$ cat config.mk
export PLATFORM = sky130hd
export DESIGN_NAME = prbs_lfsr_period_checker_top
export DESIGN_NICKNAME = d
export VERILOG_FILES = /design/src/design/plpc_pkg.sv /design/src/design/prbs_lfsr_period_checker_top.sv
export SDC_FILE = /design/constraint.sdc
export NUM_CORES = 1
export LEC_CHECK = 0
export BUFFER_PORTS_ARGS = -buffer_cell sky130_fd_sc_hd__buf_2
export CORE_UTILIZATION = 50
export CTS_CLUSTER_DIAMETER = 50
export DETAILED_ROUTE_END_ITERATION = 8
export PLACE_DENSITY_LB_ADDON = 0.15
export SLEW_MARGIN = 10
export SYNTH_ARGS = -nofsm -noshare
export SYNTH_HDL_FRONTEND = slang
export SYNTH_SLANG_ARGS = --single-unit
$ cat constraint.sdc
create_clock -name clk -period 12.6 [get_ports clk]
set_input_delay 1.26 -clock clk [delete_from_list [all_inputs] [get_ports clk]]
set_output_delay 1.26 -clock clk [all_outputs]
set_load 0.05 [all_outputs]
$ cat src/design/plpc_pkg.sv
// ----------------------------------------------------------------------------
// plpc_pkg
// shared constants for the prbs lfsr period checker: status codes, defaults
// ----------------------------------------------------------------------------
package plpc_pkg;

  // default lfsr width
  localparam int LFSR_WIDTH_DEF = 32;

  // fixed widths of the stream fields
  localparam int VALUE_W  = 32;
  localparam int COUNT_W  = 32;
  localparam int STATUS_W = 3;
  localparam int CFG_W    = 32;

  // result item packing, padded to whole bytes
  localparam int OUT_FIELDS_W = VALUE_W + COUNT_W + STATUS_W + 1;
  localparam int OUT_DATA_W   = ((OUT_FIELDS_W + 7) / 8) * 8;
  localparam int IN_DATA_W    = 8;

  // feedback mask after reset
  localparam logic [CFG_W-1:0] FEEDBACK_RESET = 32'd96;

  // check status codes
  localparam logic [STATUS_W-1:0] ST_RUN   = 3'd0;
  localparam logic [STATUS_W-1:0] ST_PASS  = 3'd1;
  localparam logic [STATUS_W-1:0] ST_ZERO  = 3'd2;
  localparam logic [STATUS_W-1:0] ST_EARLY = 3'd3;
  localparam logic [STATUS_W-1:0] ST_NOREP = 3'd4;

endpackage

$ cat src/design/prbs_lfsr_period_checker_top.sv
// ----------------------------------------------------------------------------
// prbs_lfsr_period_checker_top
// fibonacci lfsr prbs generator with a maximal-length period check
// ----------------------------------------------------------------------------
// result: an accepted input item's result item is registered on m_tdata in the next cycle
// throughput: 1 item per cycle while m_tready is high; the single registered lfsr/count update sets it
// a waiting result holds s_tready low; the next item is taken as it leaves
// reset (rst, synchronous): lfsr 1, count 0, status running, mask 96, no result
// ----------------------------------------------------------------------------
module prbs_lfsr_period_checker_top
  import plpc_pkg::*;
#(
  parameter int WIDTH = LFSR_WIDTH_DEF
) (
  input  logic                  clk,
  input  logic                  rst,
  // configuration: feedback mask
  input  logic                  cfg_wen,
  input  logic [CFG_W-1:0]      cfg_wdata,
  // input items
  input  logic                  s_tvalid,
  output logic                  s_tready,
  input  logic [IN_DATA_W-1:0]  s_tdata,   // [0] restart, [7:1] zero
  // result items
  output logic                  m_tvalid,
  input  logic                  m_tready,
  output logic [OUT_DATA_W-1:0] m_tdata    // [31:0] value, [63:32] step_count,
                                           // [66:64] status, [67] done_res,
                                           // [71:68] zero
);

  localparam int CW = (WIDTH < CFG_W) ? WIDTH : CFG_W;
  localparam int VW = (WIDTH < VALUE_W) ? WIDTH : VALUE_W;
  localparam int NW = (WIDTH < COUNT_W) ? WIDTH : COUNT_W;
  localparam logic [WIDTH-1:0] ONE = WIDTH'(1);

  // all ones from bit 0 up to the top set bit
  function automatic logic [WIDTH-1:0] smear(input logic [WIDTH-1:0] m);
    logic [WIDTH-1:0] p;
    p = m;
    for (int s = 1; s < WIDTH; s = s * 2) begin
      p = p | (p >> s);
    end
    return p;
  endfunction

  // state
  logic [WIDTH-1:0]    mask;
  logic [WIDTH-1:0]    period;
  logic [WIDTH-1:0]    lfsr;
  logic [WIDTH-1:0]    cnt;
  logic [STATUS_W-1:0] st;
  logic                fin;

  logic [WIDTH-1:0]    mask_next;
  logic [WIDTH-1:0]    mask_rst;
  logic [WIDTH-1:0]    lfsr_next;
  logic [WIDTH-1:0]    cnt_next;
  logic [STATUS_W-1:0] st_next;
  logic                fin_next;

  // state after an optional restart
  logic [WIDTH-1:0]    cur_lfsr;
  logic [WIDTH-1:0]    cur_cnt;
  logic [STATUS_W-1:0] cur_st;
  logic                cur_fin;
  logic                restart;

  logic [WIDTH-1:0]    adv_lfsr;
  logic [WIDTH-1:0]    adv_cnt;
  logic                fb;

  logic                in_acc;

  assign in_acc   = s_tvalid && s_tready;
  assign s_tready = !m_tvalid || m_tready;
  assign restart  = s_tdata[0];

  // configuration mask and its period
  assign mask_rst  = WIDTH'(FEEDBACK_RESET);
  assign mask_next = cfg_wen ? WIDTH'(cfg_wdata[CW-1:0]) : mask;

  always_ff @(posedge clk) begin
    if (rst) begin
      mask   <= mask_rst;
      period <= smear(mask_rst);
    end else begin
      mask   <= mask_next;
      period <= smear(mask_next);
    end
  end

  // restart applies before the tick
  always_comb begin
    cur_lfsr = restart ? ONE : lfsr;
    cur_cnt  = restart ? '0 : cnt;
    cur_st   = restart ? ST_RUN : st;
    cur_fin  = restart ? 1'b0 : fin;
  end

  // one lfsr advance
  assign fb       = ^(cur_lfsr & mask);
  assign adv_lfsr = ({cur_lfsr[WIDTH-2:0], fb}) & period;
  assign adv_cnt  = cur_cnt + ONE;

  // tick decision
  always_comb begin
    lfsr_next = cur_lfsr;
    cnt_next  = cur_cnt;
    st_next   = cur_st;
    fin_next  = cur_fin;
    if (!cur_fin) begin
      priority if (cur_cnt >= period) begin
        fin_next = 1'b1;
        if (cur_lfsr == '0)       st_next = ST_ZERO;
        else if (cur_lfsr != ONE) st_next = ST_NOREP;
        else                      st_next = ST_PASS;
      end else if (cur_lfsr == '0) begin
        st_next  = ST_ZERO;
        fin_next = 1'b1;
      end else if (cur_cnt != '0 && cur_lfsr == ONE) begin
        st_next  = ST_EARLY;
        fin_next = 1'b1;
      end else begin
        lfsr_next = adv_lfsr;
        cnt_next  = adv_cnt;
        if (adv_cnt >= period) begin
          fin_next = 1'b1;
          if (adv_lfsr == '0)       st_next = ST_ZERO;
          else if (adv_lfsr != ONE) st_next = ST_NOREP;
          else                      st_next = ST_PASS;
        end
      end
    end
  end

  // state update on each accepted item
  always_ff @(posedge clk) begin
    if (rst) begin
      lfsr <= ONE;
      cnt  <= '0;
      st   <= ST_RUN;
      fin  <= 1'b0;
    end else if (in_acc) begin
      lfsr <= lfsr_next;
      cnt  <= cnt_next;
      st   <= st_next;
      fin  <= fin_next;
    end
  end

  // result register
  always_ff @(posedge clk) begin
    if (rst) begin
      m_tvalid <= 1'b0;
    end else if (in_acc) begin
      m_tvalid <= 1'b1;
    end else if (m_tready) begin
      m_tvalid <= 1'b0;
    end
  end

  always_ff @(posedge clk) begin
    if (in_acc) begin
      m_tdata <= OUT_DATA_W'({fin_next, st_next, COUNT_W'(cnt_next[NW-1:0]),
                              VALUE_W'(cur_lfsr[VW-1:0])});
    end
  end

  // checks
  a_fin_status : assert property (@(posedge clk) disable iff (rst)
    fin == (st != ST_RUN))
    else $error("finished flag and status disagree");

  a_acc_result : assert property (@(posedge clk) disable iff (rst)
    in_acc |=> m_tvalid)
    else $error("accepted item gave no result");

  a_hold_done : assert property (@(posedge clk) disable iff (rst)
    (in_acc && fin && !restart) |=> ($stable(lfsr) && $stable(cnt) && $stable(st)))
    else $error("state changed after finish");

endmodule
==> results.sh <==
export IMPL_diodes=0
export IMPL_startpoint="s_tdata[0]"
export IMPL_ir_drop_mv=0.09697
export IMPL_drt_first_pass_iters=5
export IMPL_area_growth_pct=11.93
export IMPL_clk_latency_ns=0.44
export IMPL_io_buffer_count=107
export IMPL_vias=8521
export IMPL_ys_seq_area_share_pct=43.67
export IMPL_clk_pin_slew_ns=0.08
export IMPL_initial_core_util_pct=51.03
export IMPL_synth_edf_count=68
export IMPL_wl_per_cell_um=17.67
export IMPL_leakagePower_nw=5.007
export IMPL_first_iter_violations=673
export IMPL_hold_class="reg -> reg"
export IMPL_grt_pass1_wl_mm=42.92
export IMPL_final_core_util_pct=57.12
export IMPL_layout_min_cycle_time_ns=6.103
export IMPL_track_usage_pct=25.15
export IMPL_power_density_mw_per_mm2=124.8
export IMPL_fin_setup_tns_ns=0
export IMPL_path_class="in -> reg"
export IMPL_layout_commonest_cell="nor2_1"
export IMPL_synth_avg_cell_area_um2=9.352
export IMPL_die_x_um=148.5
export IMPL_ys_warn_count=0
export IMPL_postRouteAntennaNets=0
export IMPL_end_kind="flop"
export IMPL_layout_nets=1335
export IMPL_cts_buffers=17
export IMPL_async_flop_share_pct=0
export IMPL_gr_total_overflow=0
export IMPL_maxSlewViolCount=0
export IMPL_post_cts_resized=0
export IMPL_yosysUniqueCellTypes=73
export IMPL_path_max_fanout=91
export IMPL_fp_row_count=53
export IMPL_r2r_end="m_tdata[65]"
export IMPL_grt_max_degree=92
export IMPL_cts_hold_buf=0
export IMPL_syn_area_mm2=0.01073
export IMPL_clockBufferDepth=2
export IMPL_power_w=0.001498
export IMPL_clock_sinks=200
export IMPL_syn_inst=1147
export IMPL_grt_antenna_before_repair=0
export IMPL_design_core_area_mm2=0.02102
export IMPL_crit_slowest_cell="nor2b_1"
export IMPL_slew_headroom_pct=32.00
export IMPL_dpl_hpwl_mm=19.34
export IMPL_reg2reg_depth=19
export IMPL_grt_setup_unrepaired="false"
export IMPL_grt_pass1_vias=8019
export IMPL_cts_root_buffer="clkbuf_16"
export IMPL_synthFlopType="dfxtp_1"
export IMPL_crit_path_cell_trace="buf_2 -> buf_4 -> nor2b_1 -> and4_1 -> and3_1 -> and4_1 -> nand2_1 -> nor2_1 -> and3_1 -> xor2_1 -> ha_1 -> nand4_1 -> nor4_1 -> o211ai_1 -> o21ai_0 -> o41ai_1 -> nor3b_1 -> nor2b_1 -> a22o_1 -> o21bai_1 -> a21oi_1"
export IMPL_vias_per_cell=5.636
export IMPL_pin_count=119
export IMPL_gp_congestion=0.8851
export IMPL_drcViolationCount=0
export IMPL_max_freq_mhz=163.9
export IMPL_die_area_mm2=0.02204
export IMPL_run_status="finished, final reports clean"
export IMPL_cts_setup_buffers=0
export IMPL_reg2reg_setup_slack_ns=7.54
export IMPL_drt_wl_total_mm=26.71
export IMPL_fin_crit_sh_pct=48.43
export IMPL_crit_end="m_tdata[65]"
export IMPL_hold_depth=2
export IMPL_ys_ff_latch=200
export IMPL_worstSetupStartpointType="input port"
export IMPL_dieHeight_um=148.5
export IMPL_fin_skew_ns=0.01124
export IMPL_cp_arrival_ns=6.29
export IMPL_final_cell_mix="nor2_1 (155), dfxtp_1 (132), nand2_1 (112), buf_2 (106), nor2b_1 (69)"
export IMPL_h_tree_depth=4
export IMPL_max_cap_violations=0
export IMPL_critPathMaxStageDelay_ns=0.49
export IMPL_required_ns=12.79
export IMPL_hold_viol_final=0
export IMPL_final_layout_size_suffix_gt1_share_pct=14.07
export IMPL_r2r_start="cnt[6]"
export IMPL_cts_tree="built"
export IMPL_worst_pin_slew_ns=1.020
export IMPL_setup_violations_final=0
[final cells by class]
type                            count  area, µm²
Sequential cell                   200       4684
Fill cell                        1871       9015
Tap cell                          275      344.1
Clock buffer                       17      425.4
Inverter                           39      148.9
Clock inverter                     15      203.9
Multi-Input combinational cell    851       5602
Timing Repair Buffer              115      598.1
[logic make-up after synthesis]
group	after synthesis	share of synthesized area [%]
simple gates	485	22.64
fa+ha+maj	66	7.699
buf+inv	99	4.269
xor+xnor	89	7.395
other cells	1	0.03496
compound gates	174	11.19
flops	200	43.67
mux	33	3.103
[flip-flops by register name (all words and copies together), names as in the netlist]
name and cells:
st 3, period 31, m_tdata 68, lfsr 32
fin 1, m_tvalid 1, cnt 32, mask 32
[critical path: cells and delay by family]
| family | cells | cell delay, ns |
|---|---|---|
| buf+inv | 2 | 0.48 |
| fa+ha+maj | 1 | 0.33 |
| simple gates | 11 | 2.92 |
| xor+xnor | 1 | 0.08 |
| compound gates | 6 | 1.18 |
[metal layers]
layer / GRT usage, % / wire (µm) / up-vias
li1: - / - / 4170
met1: 35.17 / 12290 / 4036
met2: 39.81 / 12210 / 276
met3: 3.804 / 1653 / 39
met4: 7.990 / 559 / 0
met5: 0 / 0 / -
[power by group]
group / switching, W / total [W] / leakage (nW) / internal, W
Clock: 0.000276 / 0.000583 / 0.308 / 0.000307
Combinational: 0.000142 / 0.000198 / 2.94 / 0.0000554
Sequential: 0.0000212 / 0.000717 / 1.76 / 0.000696
Total: 0.000440 / 0.00150 / 5.01 / 0.00106
[synthesized netlist by cell type (all sizes together), types with 2 or more instances]
master  instances  area share (%)
edfxtp         68              19
a22o            6            0.49
o31a            2            0.16
nand3          18             1.0
nor2b          70             4.1
a22oi           6            0.42
mux2            2            0.21
nand4          25             1.6
or2             3            0.17
a211oi          6            0.47
o21bai          2            0.14
and2            3            0.17
a221oi          5            0.41
o211a           2            0.19
clkbuf         31             1.3
nor2          159             5.7
buf            29             1.6
inv            39             1.4
a21oi          63             2.9
a31oi           4            0.23
and3           10            0.58
a21o            8            0.56
nor3           41             2.2
o31ai           3            0.21
nor4           22             1.5
nand2         112             3.9
dfxtp         132              25
a32oi          30             2.4
o21ai          18            0.87
ha             66             7.7
xor2           27             2.2
a211o           2            0.16
nand2b          7            0.41
or3             3            0.17
nor3b           6            0.47
o211ai          6            0.55
and4            3            0.24
o21a            6            0.56
mux2i          31             2.9
xnor2          61             5.0
[how the worst min path moves through the flow]
stage / startpoint / slack, ns / to
2_1_floorplan: cnt[10] / 0.44 / cnt[10]
3_3_place_gp: cnt[10] / 0.46 / cnt[10]
3_5_place_dp: cnt[10] / 0.47 / cnt[10]
4_1_cts: cnt[10] / 0.48 / cnt[10]
5_1_grt: cnt[10] / 0.51 / cnt[10]
6_report: cnt[10] / 0.48 / cnt[10]
[stage by stage]
| stage | setup slack (ns) | cell area [µm²] | hold slack, ns | cells |
|---|---|---|---|---|
| 2_1_floorplan | 6.764 | 10740 | 0.4445 | 1150 |
| 3_3_place_gp | 6.126 | 11380 | 0.4633 | 1480 |
| 3_5_place_dp | 6.101 | 11380 | 0.4716 | 1480 |
| 4_1_cts | 6.528 | 12010 | 0.4812 | 1512 |
| 5_1_grt | 6.087 | 12010 | 0.5060 | 1512 |
| 6_report | 6.497 | 12010 | 0.4848 | 1512 |
No activity file was read; power rests on OpenSTA's default activity.
